`src/hdl/scb_pkg.sv`:
```
// Shared types, codes and constants for the span coalescing table.
package scb_pkg;

   localparam int TABLE_DEPTH = 16;
   localparam logic [1:0] ALIGN_MASK = 2'b11;

   localparam logic KIND_RECORD = 1'b0;
   localparam logic KIND_TAKE   = 1'b1;

   localparam logic [1:0] RS_RECORDED = 2'd0;
   localparam logic [1:0] RS_REJECTED = 2'd1;
   localparam logic [1:0] RS_TAKE     = 2'd2;
   localparam logic [1:0] RS_BAD      = 2'd3;

   typedef struct packed {
      logic [1:0]  layer;
      logic        provenance;
      logic [31:0] source_pc;
      logic [31:0] native_value;
   } tag_type;

   typedef struct packed {
      logic [31:0] b_addr;
      logic [31:0] e_addr;
      tag_type     tag;
   } entry_type;

   typedef struct packed {
      logic        kind;
      logic [31:0] span_begin;
      logic [31:0] span_end;
      logic [1:0]  layer;
      logic        provenance;
      logic [31:0] source_pc;
      logic [31:0] native_value;
      logic [31:0] list_address;
      logic [31:0] list_size;
   } req_type;

   typedef struct packed {
      logic [1:0]  status;
      logic [31:0] out_begin;
      logic [31:0] out_end;
      logic [1:0]  out_layer;
      logic        out_provenance;
      logic [31:0] out_source_pc;
      logic [31:0] out_native_value;
      logic        span_valid;
      logic        evicted;
      logic [4:0]  merged_count;
      logic [4:0]  partial_count;
      logic        last;
   } rsp_type;

   typedef enum logic [3:0] {
      ST_IDLE,
      ST_REC_WALK,
      ST_SHIFT,
      ST_APPEND,
      ST_REC_DONE,
      ST_TAKE_BAD,
      ST_TAKE_WALK,
      ST_SCAN,
      ST_FETCH,
      ST_EMIT,
      ST_FINAL
   } state_type;

endpackage

```
`src/hdl/scb_ifs.sv`:
```
// Valid/ready channel interfaces for requests and responses.
interface scb_req_if;
   logic              valid;
   logic              ready;
   scb_pkg::req_type  data;
   modport source (output valid, output data, input ready);
   modport sink (input valid, input data, output ready);
endinterface

interface scb_rsp_if;
   logic              valid;
   logic              ready;
   scb_pkg::rsp_type  data;
   modport source (output valid, output data, input ready);
   modport sink (input valid, input data, output ready);
endinterface

```
`src/hdl/span_coalescing_table_top.sv`:
```
// Span coalescing table: age-ordered span store with merge, evict and sorted take.
// The table holds up to TABLE_DEPTH tagged spans, oldest at index 0, in a memory with one
// read and one write port that a sequencer walks one entry per cycle, compacting survivors
// in place. A record transfer folds equal-tag overlapping or touching spans into the new
// one and appends it unless a foreign-tag overlap rejects it; when the table is full and
// nothing merges, a shift pass drops the oldest entry first. A take transfer walks the
// table once, parking contained spans in a holding memory, then emits them in ascending
// begin order by a selection scan: each emitted span takes one scan over the n contained
// spans. The walk and the scan use separate compare paths; the block takes no new request
// until the last response of the current one is loaded into the output register, which
// may still wait there while the next request is taken.
module span_coalescing_table_top #(
   parameter int TABLE_DEPTH = scb_pkg::TABLE_DEPTH
) (
   input logic        clock,
   input logic        reset,
   scb_req_if.sink    req_chan,
   scb_rsp_if.source  rsp_chan
);

   localparam int IW = (TABLE_DEPTH > 1) ? $clog2(TABLE_DEPTH) : 1;
   localparam int CW = $clog2(TABLE_DEPTH + 1);
   localparam logic [CW-1:0] FULL = CW'(TABLE_DEPTH);

   // table and holding memories
   scb_pkg::entry_type tbl_mem [TABLE_DEPTH];
   scb_pkg::entry_type hold_mem [TABLE_DEPTH];
   scb_pkg::entry_type tbl_rd_ff, hold_rd_ff, tbl_wd, hold_wd;
   logic [IW-1:0] tbl_ra, tbl_wa, hold_ra, hold_wa;
   logic          tbl_we, hold_we;

   scb_pkg::state_type state_ff, state_in;
   logic [IW-1:0] r_ff, r_in, j_ff, j_in, best_ff, best_in;
   logic [CW-1:0] w_ff, w_in, occ_ff, occ_in, n_ff, n_in, k_ff, k_in;
   logic [31:0]   cur_b_ff, cur_b_in, cur_e_ff, cur_e_in;
   logic [31:0]   addr_ff, addr_in, lend_ff, lend_in, best_b_ff, best_b_in;
   scb_pkg::tag_type tag_ff, tag_in;
   logic [4:0]    merged_ff, merged_in, partial_ff, partial_in;
   logic          rej_ff, rej_in, ev_ff, ev_in, found_ff, found_in;
   logic [TABLE_DEPTH-1:0] emitted_ff, emitted_in;
   logic          rsp_valid_ff, rsp_valid_in;
   scb_pkg::rsp_type rsp_data_ff, rsp_data_in, rsp_new;

   logic        out_free, load, take_bad, walk_last, scan_last, cand;
   logic        ov, adj, same, isect, contained;
   logic [32:0] sum33;

   assign req_chan.ready = (state_ff == scb_pkg::ST_IDLE);
   assign rsp_chan.valid = rsp_valid_ff;
   assign rsp_chan.data  = rsp_data_ff;
   assign out_free = !rsp_valid_ff || rsp_chan.ready;

   // take range check
   assign sum33 = {1'b0, req_chan.data.list_address} + {1'b0, req_chan.data.list_size};
   assign take_bad = ((req_chan.data.list_address[1:0] & scb_pkg::ALIGN_MASK) != 2'b00) ||
                     ((req_chan.data.list_size[1:0] & scb_pkg::ALIGN_MASK) != 2'b00) ||
                     sum33[32];

   // shared compare path on the entry under the walk
   assign ov  = (cur_b_ff < tbl_rd_ff.e_addr) && (tbl_rd_ff.b_addr < cur_e_ff);
   assign adj = (cur_e_ff == tbl_rd_ff.b_addr) || (tbl_rd_ff.e_addr == cur_b_ff);
   assign same = (tbl_rd_ff.tag == tag_ff);
   assign isect = (tbl_rd_ff.b_addr < lend_ff) && (addr_ff < tbl_rd_ff.e_addr);
   assign contained = (tbl_rd_ff.b_addr >= addr_ff) && (tbl_rd_ff.e_addr <= lend_ff);
   assign walk_last = ((CW'(r_ff) + 1'b1) == occ_ff);
   assign scan_last = ((CW'(j_ff) + 1'b1) == n_ff);
   assign cand = !emitted_ff[j_ff] && (!found_ff || (hold_rd_ff.b_addr < best_b_ff));

   always_ff @(posedge clock) begin
      if (tbl_we) begin
         tbl_mem[tbl_wa] <= tbl_wd;
      end
      tbl_rd_ff <= tbl_mem[tbl_ra];
      if (hold_we) begin
         hold_mem[hold_wa] <= hold_wd;
      end
      // write-through: a span parked at index 0 on the last walk cycle is seen by the first scan
      hold_rd_ff <= (hold_we && (hold_wa == hold_ra)) ? hold_wd : hold_mem[hold_ra];
   end

   always_comb begin
      state_in = state_ff;
      r_in = r_ff; j_in = j_ff; best_in = best_ff;
      w_in = w_ff; occ_in = occ_ff; n_in = n_ff; k_in = k_ff;
      cur_b_in = cur_b_ff; cur_e_in = cur_e_ff; tag_in = tag_ff;
      addr_in = addr_ff; lend_in = lend_ff; best_b_in = best_b_ff;
      merged_in = merged_ff; partial_in = partial_ff;
      rej_in = rej_ff; ev_in = ev_ff; found_in = found_ff;
      emitted_in = emitted_ff;
      tbl_ra = '0; tbl_we = 1'b0; tbl_wa = w_ff[IW-1:0]; tbl_wd = tbl_rd_ff;
      hold_ra = '0; hold_we = 1'b0; hold_wa = n_ff[IW-1:0]; hold_wd = tbl_rd_ff;
      load = 1'b0;
      rsp_new = '0;

      unique case (state_ff)
         scb_pkg::ST_IDLE: begin
            if (req_chan.valid) begin
               r_in = '0; w_in = '0; n_in = '0; k_in = '0;
               merged_in = '0; partial_in = '0; rej_in = 1'b0; ev_in = 1'b0;
               cur_b_in = req_chan.data.span_begin;
               cur_e_in = req_chan.data.span_end;
               tag_in = {req_chan.data.layer, req_chan.data.provenance,
                         req_chan.data.source_pc, req_chan.data.native_value};
               addr_in = req_chan.data.list_address;
               lend_in = sum33[31:0];
               emitted_in = '0;
               if (req_chan.data.kind == scb_pkg::KIND_RECORD) begin
                  state_in = (occ_ff == '0) ? scb_pkg::ST_APPEND : scb_pkg::ST_REC_WALK;
               end else if (take_bad) begin
                  state_in = scb_pkg::ST_TAKE_BAD;
               end else begin
                  state_in = (occ_ff == '0) ? scb_pkg::ST_FINAL : scb_pkg::ST_TAKE_WALK;
               end
            end
         end
         scb_pkg::ST_REC_WALK: begin
            tbl_ra = r_ff + 1'b1;
            if (!rej_ff && same && (ov || adj)) begin
               if (tbl_rd_ff.b_addr < cur_b_ff) cur_b_in = tbl_rd_ff.b_addr;
               if (tbl_rd_ff.e_addr > cur_e_ff) cur_e_in = tbl_rd_ff.e_addr;
               merged_in = merged_ff + 1'b1;
            end else begin
               if (!rej_ff && ov) rej_in = 1'b1;
               tbl_we = 1'b1;
               w_in = w_ff + 1'b1;
            end
            r_in = r_ff + 1'b1;
            if (walk_last) begin
               if (rej_in) begin
                  occ_in = w_in;
                  state_in = scb_pkg::ST_REC_DONE;
               end else if (w_in == FULL) begin
                  tbl_ra = IW'(1);
                  r_in = IW'(1);
                  state_in = scb_pkg::ST_SHIFT;
               end else begin
                  state_in = scb_pkg::ST_APPEND;
               end
            end
         end
         scb_pkg::ST_SHIFT: begin
            // drop the oldest entry by moving every later one down a slot
            tbl_ra = r_ff + 1'b1;
            tbl_we = 1'b1;
            tbl_wa = r_ff - 1'b1;
            r_in = r_ff + 1'b1;
            if (walk_last) begin
               w_in = FULL - 1'b1;
               ev_in = 1'b1;
               state_in = scb_pkg::ST_APPEND;
            end
         end
         scb_pkg::ST_APPEND: begin
            tbl_we = 1'b1;
            tbl_wd = {cur_b_ff, cur_e_ff, tag_ff};
            occ_in = w_ff + 1'b1;
            state_in = scb_pkg::ST_REC_DONE;
         end
         scb_pkg::ST_REC_DONE: begin
            rsp_new.status = rej_ff ? scb_pkg::RS_REJECTED : scb_pkg::RS_RECORDED;
            rsp_new.evicted = ev_ff;
            rsp_new.merged_count = merged_ff;
            rsp_new.last = 1'b1;
            if (out_free) begin
               load = 1'b1;
               state_in = scb_pkg::ST_IDLE;
            end
         end
         scb_pkg::ST_TAKE_BAD: begin
            rsp_new.status = scb_pkg::RS_BAD;
            rsp_new.last = 1'b1;
            if (out_free) begin
               load = 1'b1;
               state_in = scb_pkg::ST_IDLE;
            end
         end
         scb_pkg::ST_TAKE_WALK: begin
            tbl_ra = r_ff + 1'b1;
            if (!isect) begin
               tbl_we = 1'b1;
               w_in = w_ff + 1'b1;
            end else if (contained) begin
               hold_we = 1'b1;
               n_in = n_ff + 1'b1;
            end else begin
               partial_in = partial_ff + 1'b1;
            end
            r_in = r_ff + 1'b1;
            if (walk_last) begin
               occ_in = w_in;
               j_in = '0;
               found_in = 1'b0;
               state_in = (n_in == '0) ? scb_pkg::ST_FINAL : scb_pkg::ST_SCAN;
            end
         end
         scb_pkg::ST_SCAN: begin
            // strict less-than keeps the oldest of equal begins
            hold_ra = j_ff + 1'b1;
            if (cand) begin
               found_in = 1'b1;
               best_in = j_ff;
               best_b_in = hold_rd_ff.b_addr;
            end
            j_in = j_ff + 1'b1;
            if (scan_last) state_in = scb_pkg::ST_FETCH;
         end
         scb_pkg::ST_FETCH: begin
            hold_ra = best_ff;
            state_in = scb_pkg::ST_EMIT;
         end
         scb_pkg::ST_EMIT: begin
            hold_ra = best_ff;
            rsp_new.status = scb_pkg::RS_TAKE;
            rsp_new.out_begin = hold_rd_ff.b_addr;
            rsp_new.out_end = hold_rd_ff.e_addr;
            rsp_new.out_layer = hold_rd_ff.tag.layer;
            rsp_new.out_provenance = hold_rd_ff.tag.provenance;
            rsp_new.out_source_pc = hold_rd_ff.tag.source_pc;
            rsp_new.out_native_value = hold_rd_ff.tag.native_value;
            rsp_new.span_valid = 1'b1;
            if (out_free) begin
               load = 1'b1;
               hold_ra = '0;
               emitted_in[best_ff] = 1'b1;
               k_in = k_ff + 1'b1;
               j_in = '0;
               found_in = 1'b0;
               state_in = (k_in == n_ff) ? scb_pkg::ST_FINAL : scb_pkg::ST_SCAN;
            end
         end
         scb_pkg::ST_FINAL: begin
            rsp_new.status = scb_pkg::RS_TAKE;
            rsp_new.partial_count = partial_ff;
            rsp_new.last = 1'b1;
            if (out_free) begin
               load = 1'b1;
               state_in = scb_pkg::ST_IDLE;
            end
         end
         default: state_in = scb_pkg::ST_IDLE;
      endcase

      rsp_data_in = load ? rsp_new : rsp_data_ff;
      rsp_valid_in = load || (rsp_valid_ff && !rsp_chan.ready);
   end

   always_ff @(posedge clock) begin
      if (reset) begin
         state_ff <= scb_pkg::ST_IDLE;
         occ_ff <= '0;
         rsp_valid_ff <= 1'b0;
         emitted_ff <= '0;
         found_ff <= 1'b0;
         rej_ff <= 1'b0;
         ev_ff <= 1'b0;
      end else begin
         state_ff <= state_in;
         occ_ff <= occ_in;
         rsp_valid_ff <= rsp_valid_in;
         emitted_ff <= emitted_in;
         found_ff <= found_in;
         rej_ff <= rej_in;
         ev_ff <= ev_in;
      end
   end

   always_ff @(posedge clock) begin
      r_ff <= r_in; j_ff <= j_in; best_ff <= best_in;
      w_ff <= w_in; n_ff <= n_in; k_ff <= k_in;
      cur_b_ff <= cur_b_in; cur_e_ff <= cur_e_in; tag_ff <= tag_in;
      addr_ff <= addr_in; lend_ff <= lend_in; best_b_ff <= best_b_in;
      merged_ff <= merged_in; partial_ff <= partial_in;
      rsp_data_ff <= rsp_data_in;
   end

   // occupancy never passes the table size
   a_occ_bound: assert property (@(posedge clock) disable iff (reset)
      occ_ff <= FULL) else $error("occupancy above table size");

   // compaction write never overtakes the walk read
   a_compact: assert property (@(posedge clock) disable iff (reset)
      (state_ff == scb_pkg::ST_REC_WALK || state_ff == scb_pkg::ST_TAKE_WALK)
      |-> (w_ff <= CW'(r_ff))) else $error("compaction overtook walk");

   // an accepted transfer always starts work
   a_leave_idle: assert property (@(posedge clock) disable iff (reset)
      (req_chan.valid && req_chan.ready) |=> (state_ff != scb_pkg::ST_IDLE))
      else $error("request accepted without work");

   // emitted spans never exceed the contained count
   a_emit_count: assert property (@(posedge clock) disable iff (reset)
      (state_ff == scb_pkg::ST_EMIT) |-> (k_ff < n_ff))
      else $error("emit count overrun");

endmodule

```
`src/flat_wrapper.sv`:
```
// flat-port wrapper written by rule: the top's interface ports become plain ports
module span_coalescing_table_top_flat 
#(
   parameter int TABLE_DEPTH = scb_pkg::TABLE_DEPTH
)
  (clock, reset, req_chan_valid, req_chan_data, req_chan_ready, rsp_chan_valid, rsp_chan_data, rsp_chan_ready);
  scb_req_if req_chan_i ();
  scb_rsp_if rsp_chan_i ();
  input logic clock;
  input logic reset;
  input wire logic [$bits(req_chan_i.valid)-1:0] req_chan_valid;
  input wire logic [$bits(req_chan_i.data)-1:0] req_chan_data;
  output wire logic [$bits(req_chan_i.ready)-1:0] req_chan_ready;
  output wire logic [$bits(rsp_chan_i.valid)-1:0] rsp_chan_valid;
  output wire logic [$bits(rsp_chan_i.data)-1:0] rsp_chan_data;
  input wire logic [$bits(rsp_chan_i.ready)-1:0] rsp_chan_ready;
  assign req_chan_i.valid = req_chan_valid;
  assign req_chan_i.data = req_chan_data;
  assign req_chan_ready = req_chan_i.ready;
  assign rsp_chan_valid = rsp_chan_i.valid;
  assign rsp_chan_data = rsp_chan_i.data;
  assign rsp_chan_i.ready = rsp_chan_ready;
  span_coalescing_table_top #(.TABLE_DEPTH(TABLE_DEPTH)) u_core (.clock(clock), .reset(reset), .req_chan(req_chan_i), .rsp_chan(rsp_chan_i));
endmodule
```
`config.mk`:
```
export PLATFORM = sky130hd
export DESIGN_NAME = span_coalescing_table_top_flat
export DESIGN_NICKNAME = d
export VERILOG_FILES = /design/src/hdl/scb_pkg.sv /design/src/hdl/scb_ifs.sv /design/src/hdl/span_coalescing_table_top.sv /design/src/flat_wrapper.sv
export SDC_FILE = /design/constraint.sdc
export NUM_CORES = 2
export LEC_CHECK = 0
export BUFFER_PORTS_ARGS = -buffer_cell sky130_fd_sc_hd__buf_4
export CAP_MARGIN = 20
export CORE_MARGIN = 8
export CORE_UTILIZATION = 35
export DETAILED_ROUTE_END_ITERATION = 10
export PLACE_DENSITY_LB_ADDON = 0.25
export SLEW_MARGIN = 10
export SYNTH_ARGS = -nofsm -noshare
export SYNTH_HDL_FRONTEND = slang
export SYNTH_MEMORY_MAX_BITS = 65536
export SYNTH_SLANG_ARGS = --single-unit
```
`constraint.sdc`:
```
create_clock -name clock -period 20.2 [get_ports clock]
set_clock_uncertainty 0.15 [all_clocks]
set_input_delay 4.04 -clock clock [delete_from_list [all_inputs] [get_ports clock]]
set_output_delay 4.04 -clock clock [all_outputs]
set_load 0.01 [all_outputs]
```
==> flow_summary.toml <==
[global_route]
grt_pass1_vias = 103000
grt_usage_pct = 20.2
gr-total-overflow = 0
grt_pass1_wl_microns = 813000
grt_max_degree = 156
grt_antenna_before_repair = 98

[worst_setup_path]
rr_startpoint = "u_core.hold_wd[94]"
r2r_end = "u_core.hold_wd[12]"
arrival_ns = 10.93
ff2ff_path_depth = 19
end_kind = "flip-flop"
crit_path_start_kind = "flip-flop"
max_stage_delay_ns = 1.06
crit_required_ns = 20.97
crit_slowest_cell = "dfxtp_1"
critPathMostFrequentCell = "buf_4"
crit_end = "u_core.hold_wd[12]"
critPathKind = "flip-flop to flip-flop"
crit_path_start = "u_core.hold_wd[94]"
path_max_fanout = 123
rrSetupSlack_ns = 10.04
path_cells = "inv_1, ha_1, nand4_1, nor4_1, a22oi_1, and2_1, a32oi_1, a31oi_1, o22ai_1, o31a_2, buf_4, buf_12, buf_12, buf_4, buf_4, mux2_2, nand3_1, o221ai_1, or4_1"

[die]
die-height_microns = 752
dieArea_sq_um = 565000
ios = 348
row_count = 270
initial_utilization_pct = 35.1
fp.coreArea_sq_um = 540000
die_w_microns = 752

[power_and_ir_drop]
peakVddDrop_mv = 0.138
p_per_area_nw_per_um2 = 143
totalPowerFinal_mw = 31.2
p_leak_nw = 73.8

[synth]
synth_area_sq_um = 189000
async_flop_share_pct = 0
synth.distinct_cells = 74
ys_warn_count = 0
synth_edf_count = 4602
seq_area_frac_synth_pct = 74.7
syn_nets = 11000
ys.flop_type = "edfxtp_1"
synthCells = 10500
syn_avg_cell_area_sq_um = 18.1
synth_seq_cells = 4766

[sta]
report.final.slew_viol_count = 0
max_slew_margin_pct = 20.5
finalHoldViolations = 0
finalCriticalPeriod_ns = 10.16
setup_viol = 0
fmax_mhz = 98.4
tns_ns = 0
rsz0062_at_grt = "no"
period_share_pct = 50.3
tightest_slew_ns = 1.19
finalWorstSetupSlack_ns = 10.04

[cts]
hold_buffers = 0
cts.repair.resized = 0
clockBufferDepth = 4
clk_pin_slew_ns = 0.06
worst_skew_pair.late_latency_ns = 1.06
root_buffer = "clkbuf_16"
postCtsSetupBuffers = 0
htree_levels = 5
cts-buffers-inserted = 465
cts_num_sinks = 4766
cts_tree = "yes"

[routing]
wl_met3_microns = 39300
via_count = 103000
post_drt_wl_per_cell_microns = 31.6
drt_wl_total_microns = 590000
drtPass1Iterations = 6
wirelength_met1_microns = 247000
drtIter0Drc = 11700
wl_met2_microns = 280000
postRouteAntennaNets = 0
drc = 0
vias_per_cell = 5.51
top_layer = "met5"

[final_layout]
drive_above_1_share_pct = 19.7
nets = 11600
syn2layout_area_growth_pct = 14.7
final_core_util_pct = 40.3
nFillCells = 48200
final_area_sq_um = 217000

[placed_design]
portBuffers = 347
placed_cell_area_sq_um = 202000
gp_congestion = 0.908
hpwlAfterDp_microns = 344000
post-place-ws_ns = 10.20

[flow_run]
max-cap-violations = 0

[run_status]
status = "finished clean"

[min_path]
hold_path_class = "flip-flop to flip-flop"
## cells by family (layout without fill, tap and decap cells)
logic type	Yosys count	in the layout	share of synthesized area (%)
multiplexers	1459	1459	12.3
AO/OA/AOI/OAI	1159	1159	3.93
flip-flops	4766	4766	74.7
adder cells (fa/ha/maj)	328	328	2.17
XOR/XNOR	117	117	0.541
buffers and inverters	772	1765	1.66
other	0	25	0
AND/OR/NAND/NOR	1849	1849	4.68
## cell usage in the layout, fill, tap and decap left out, types with 18 or more instances in the layout
cell type and count:
a21o_1 78, mux2_4 80, a22oi_1 48, nand2b_1 38
and3_1 121, or4_1 114, ha_1 327, clkinv_2 84
and2_1 144, clkbuf_1 100, o221ai_1 116, mux4_2 657
o22ai_1 134, edfxtp_1 4602, a211oi_1 132, o21a_1 18
buf_12 29, bufinv_16 43, clkbuf_8 30, clkinv_1 101
o21ai_0 135, mux2i_1 603, nor3_1 28, nand3_1 192
diode_2 25, nor2_1 140, xor2_1 47, inv_1 237
a21oi_1 352, a31oi_1 21, nor2b_1 37, nand2_1 884
buf_4 605, dfxtp_1 160, xnor2_1 70, mux2_2 119
nand4_1 66, nor4_2 18, o21ai_1 35, clkbuf_16 470
## sequential cells by signal, summed over array words and instances, names as in the netlist, 4 cells and up, named ones only
register / cells
u_core.addr_ff: 32
u_core.best_b_ff: 32
u_core.best_ff: 4
u_core.cur_b_ff: 32
u_core.cur_e_ff: 32
u_core.emitted_ff: 16
u_core.hold_mem: 2096
u_core.hold_wd: 131
u_core.j_ff: 4
u_core.k_ff: 5
u_core.lend_ff: 32
u_core.merged_ff: 5
u_core.n_ff: 5
u_core.occ_ff: 5
u_core.partial_ff: 5
u_core.r_ff: 4
u_core.rsp_chan.data: 146
u_core.state_ff: 4
u_core.tag_ff: 67
u_core.tbl_mem: 2096
u_core.w_ff: 5
## layer usage
layer  up-vias  GRT usage, %
met4         4          7.46
met2      4345          33.1
met5         -             0
li1      42900             -
met1     54700          27.6
met3       928          2.58
## worst min-delay path by stage
| stage | from | to | slack [ns] | cells past startpoint |
|---|---|---|---|---|
| CTS | u_core.emitted_ff[2] | u_core.emitted_ff[2] | 0.32 | 2 |
| finish | u_core.emitted_ff[2] | u_core.emitted_ff[2] | 0.32 | 2 |
| floorplan | u_core.j_ff[2] | u_core.best_ff[2] | 0.27 | 0 |
| global placement | u_core.emitted_ff[7] | u_core.emitted_ff[7] | 0.29 | 2 |
| global route | u_core.emitted_ff[7] | u_core.emitted_ff[7] | 0.36 | 2 |
| detailed placement | u_core.emitted_ff[2] | u_core.emitted_ff[2] | 0.31 | 2 |
## power breakdown
group / switching (mW) / internal, mW / leakage (nW) / total (mW)
sequential: 0.864 / 13.2 / 43.0 / 14.1
clock: 3.80 / 4.94 / 7.47 / 8.74
combinational: 5.85 / 2.48 / 23.3 / 8.33
total: 10.5 / 20.7 / 73.8 / 31.2
## per-stage QoR
step           std cells  hold WS, ns
2_1_floorplan      10500        0.274
3_3_place_gp       17800        0.292
3_5_place_dp       17800        0.307
4_1_cts            18600        0.321
5_1_grt            18700        0.360
6_report           18700        0.321
## worst max-delay path, delay by kind of cell, from the launching register on
family / cells / cell delay (ns)
AO/OA/AOI/OAI: 6 / 2.24
adder cells (fa/ha/maj): 1 / 0.42
buffers and inverters: 6 / 3.69
flip-flops: 1 / 1.06
multiplexers: 1 / 0.42
AND/OR/NAND/NOR: 5 / 1.65
## layout make-up
| class | count | area, sq um | area share, % |
|---|---|---|---|
| Tap cell | 7208 | 9020 | 4.15 |
| Timing Repair Buffer | 647 | 5280 | 2.43 |
| Antenna cell | 25 | 62.6 | 0.0288 |
| Clock inverter | 275 | 2780 | 1.28 |
| Inverter | 243 | 940 | 0.432 |
| Clock buffer | 600 | 12500 | 5.77 |
| Multi-Input combinational cell | 4912 | 45200 | 20.8 |
| Sequential cell | 4766 | 141000 | 65.1 |
## cell usage after synthesis (all sizes together), types with 8 or more instances
cell type  count  share of area, %
xor2          47              0.22
o21ai        172              0.45
mux2         199               1.3
o21a          18             0.071
a21oi        354              0.94
o211ai        10             0.040
or3            8             0.026
xnor2         70              0.32
clkbuf       342              0.68
edfxtp      4602                73
nor4          31              0.11
mux2i        603               3.2
dfxtp        164               1.7
buf          187              0.50
a22oi         48              0.19
a32oi         10             0.046
a21o          79              0.31
mux4         657               7.8
a31oi         22             0.073
o22ai        134              0.44
o221ai       117              0.54
inv          241              0.48
nor2         155              0.31
nor3          34             0.090
nand2b        38              0.13
or4          114              0.45
ha           327               2.2
nor2b         37              0.12
nand4         66              0.22
nand3        194              0.52
and3         121              0.40
a211oi       132              0.52
nand2        888               1.8
and2         144              0.48
No activity file was read; power rests on OpenSTA's default activity.
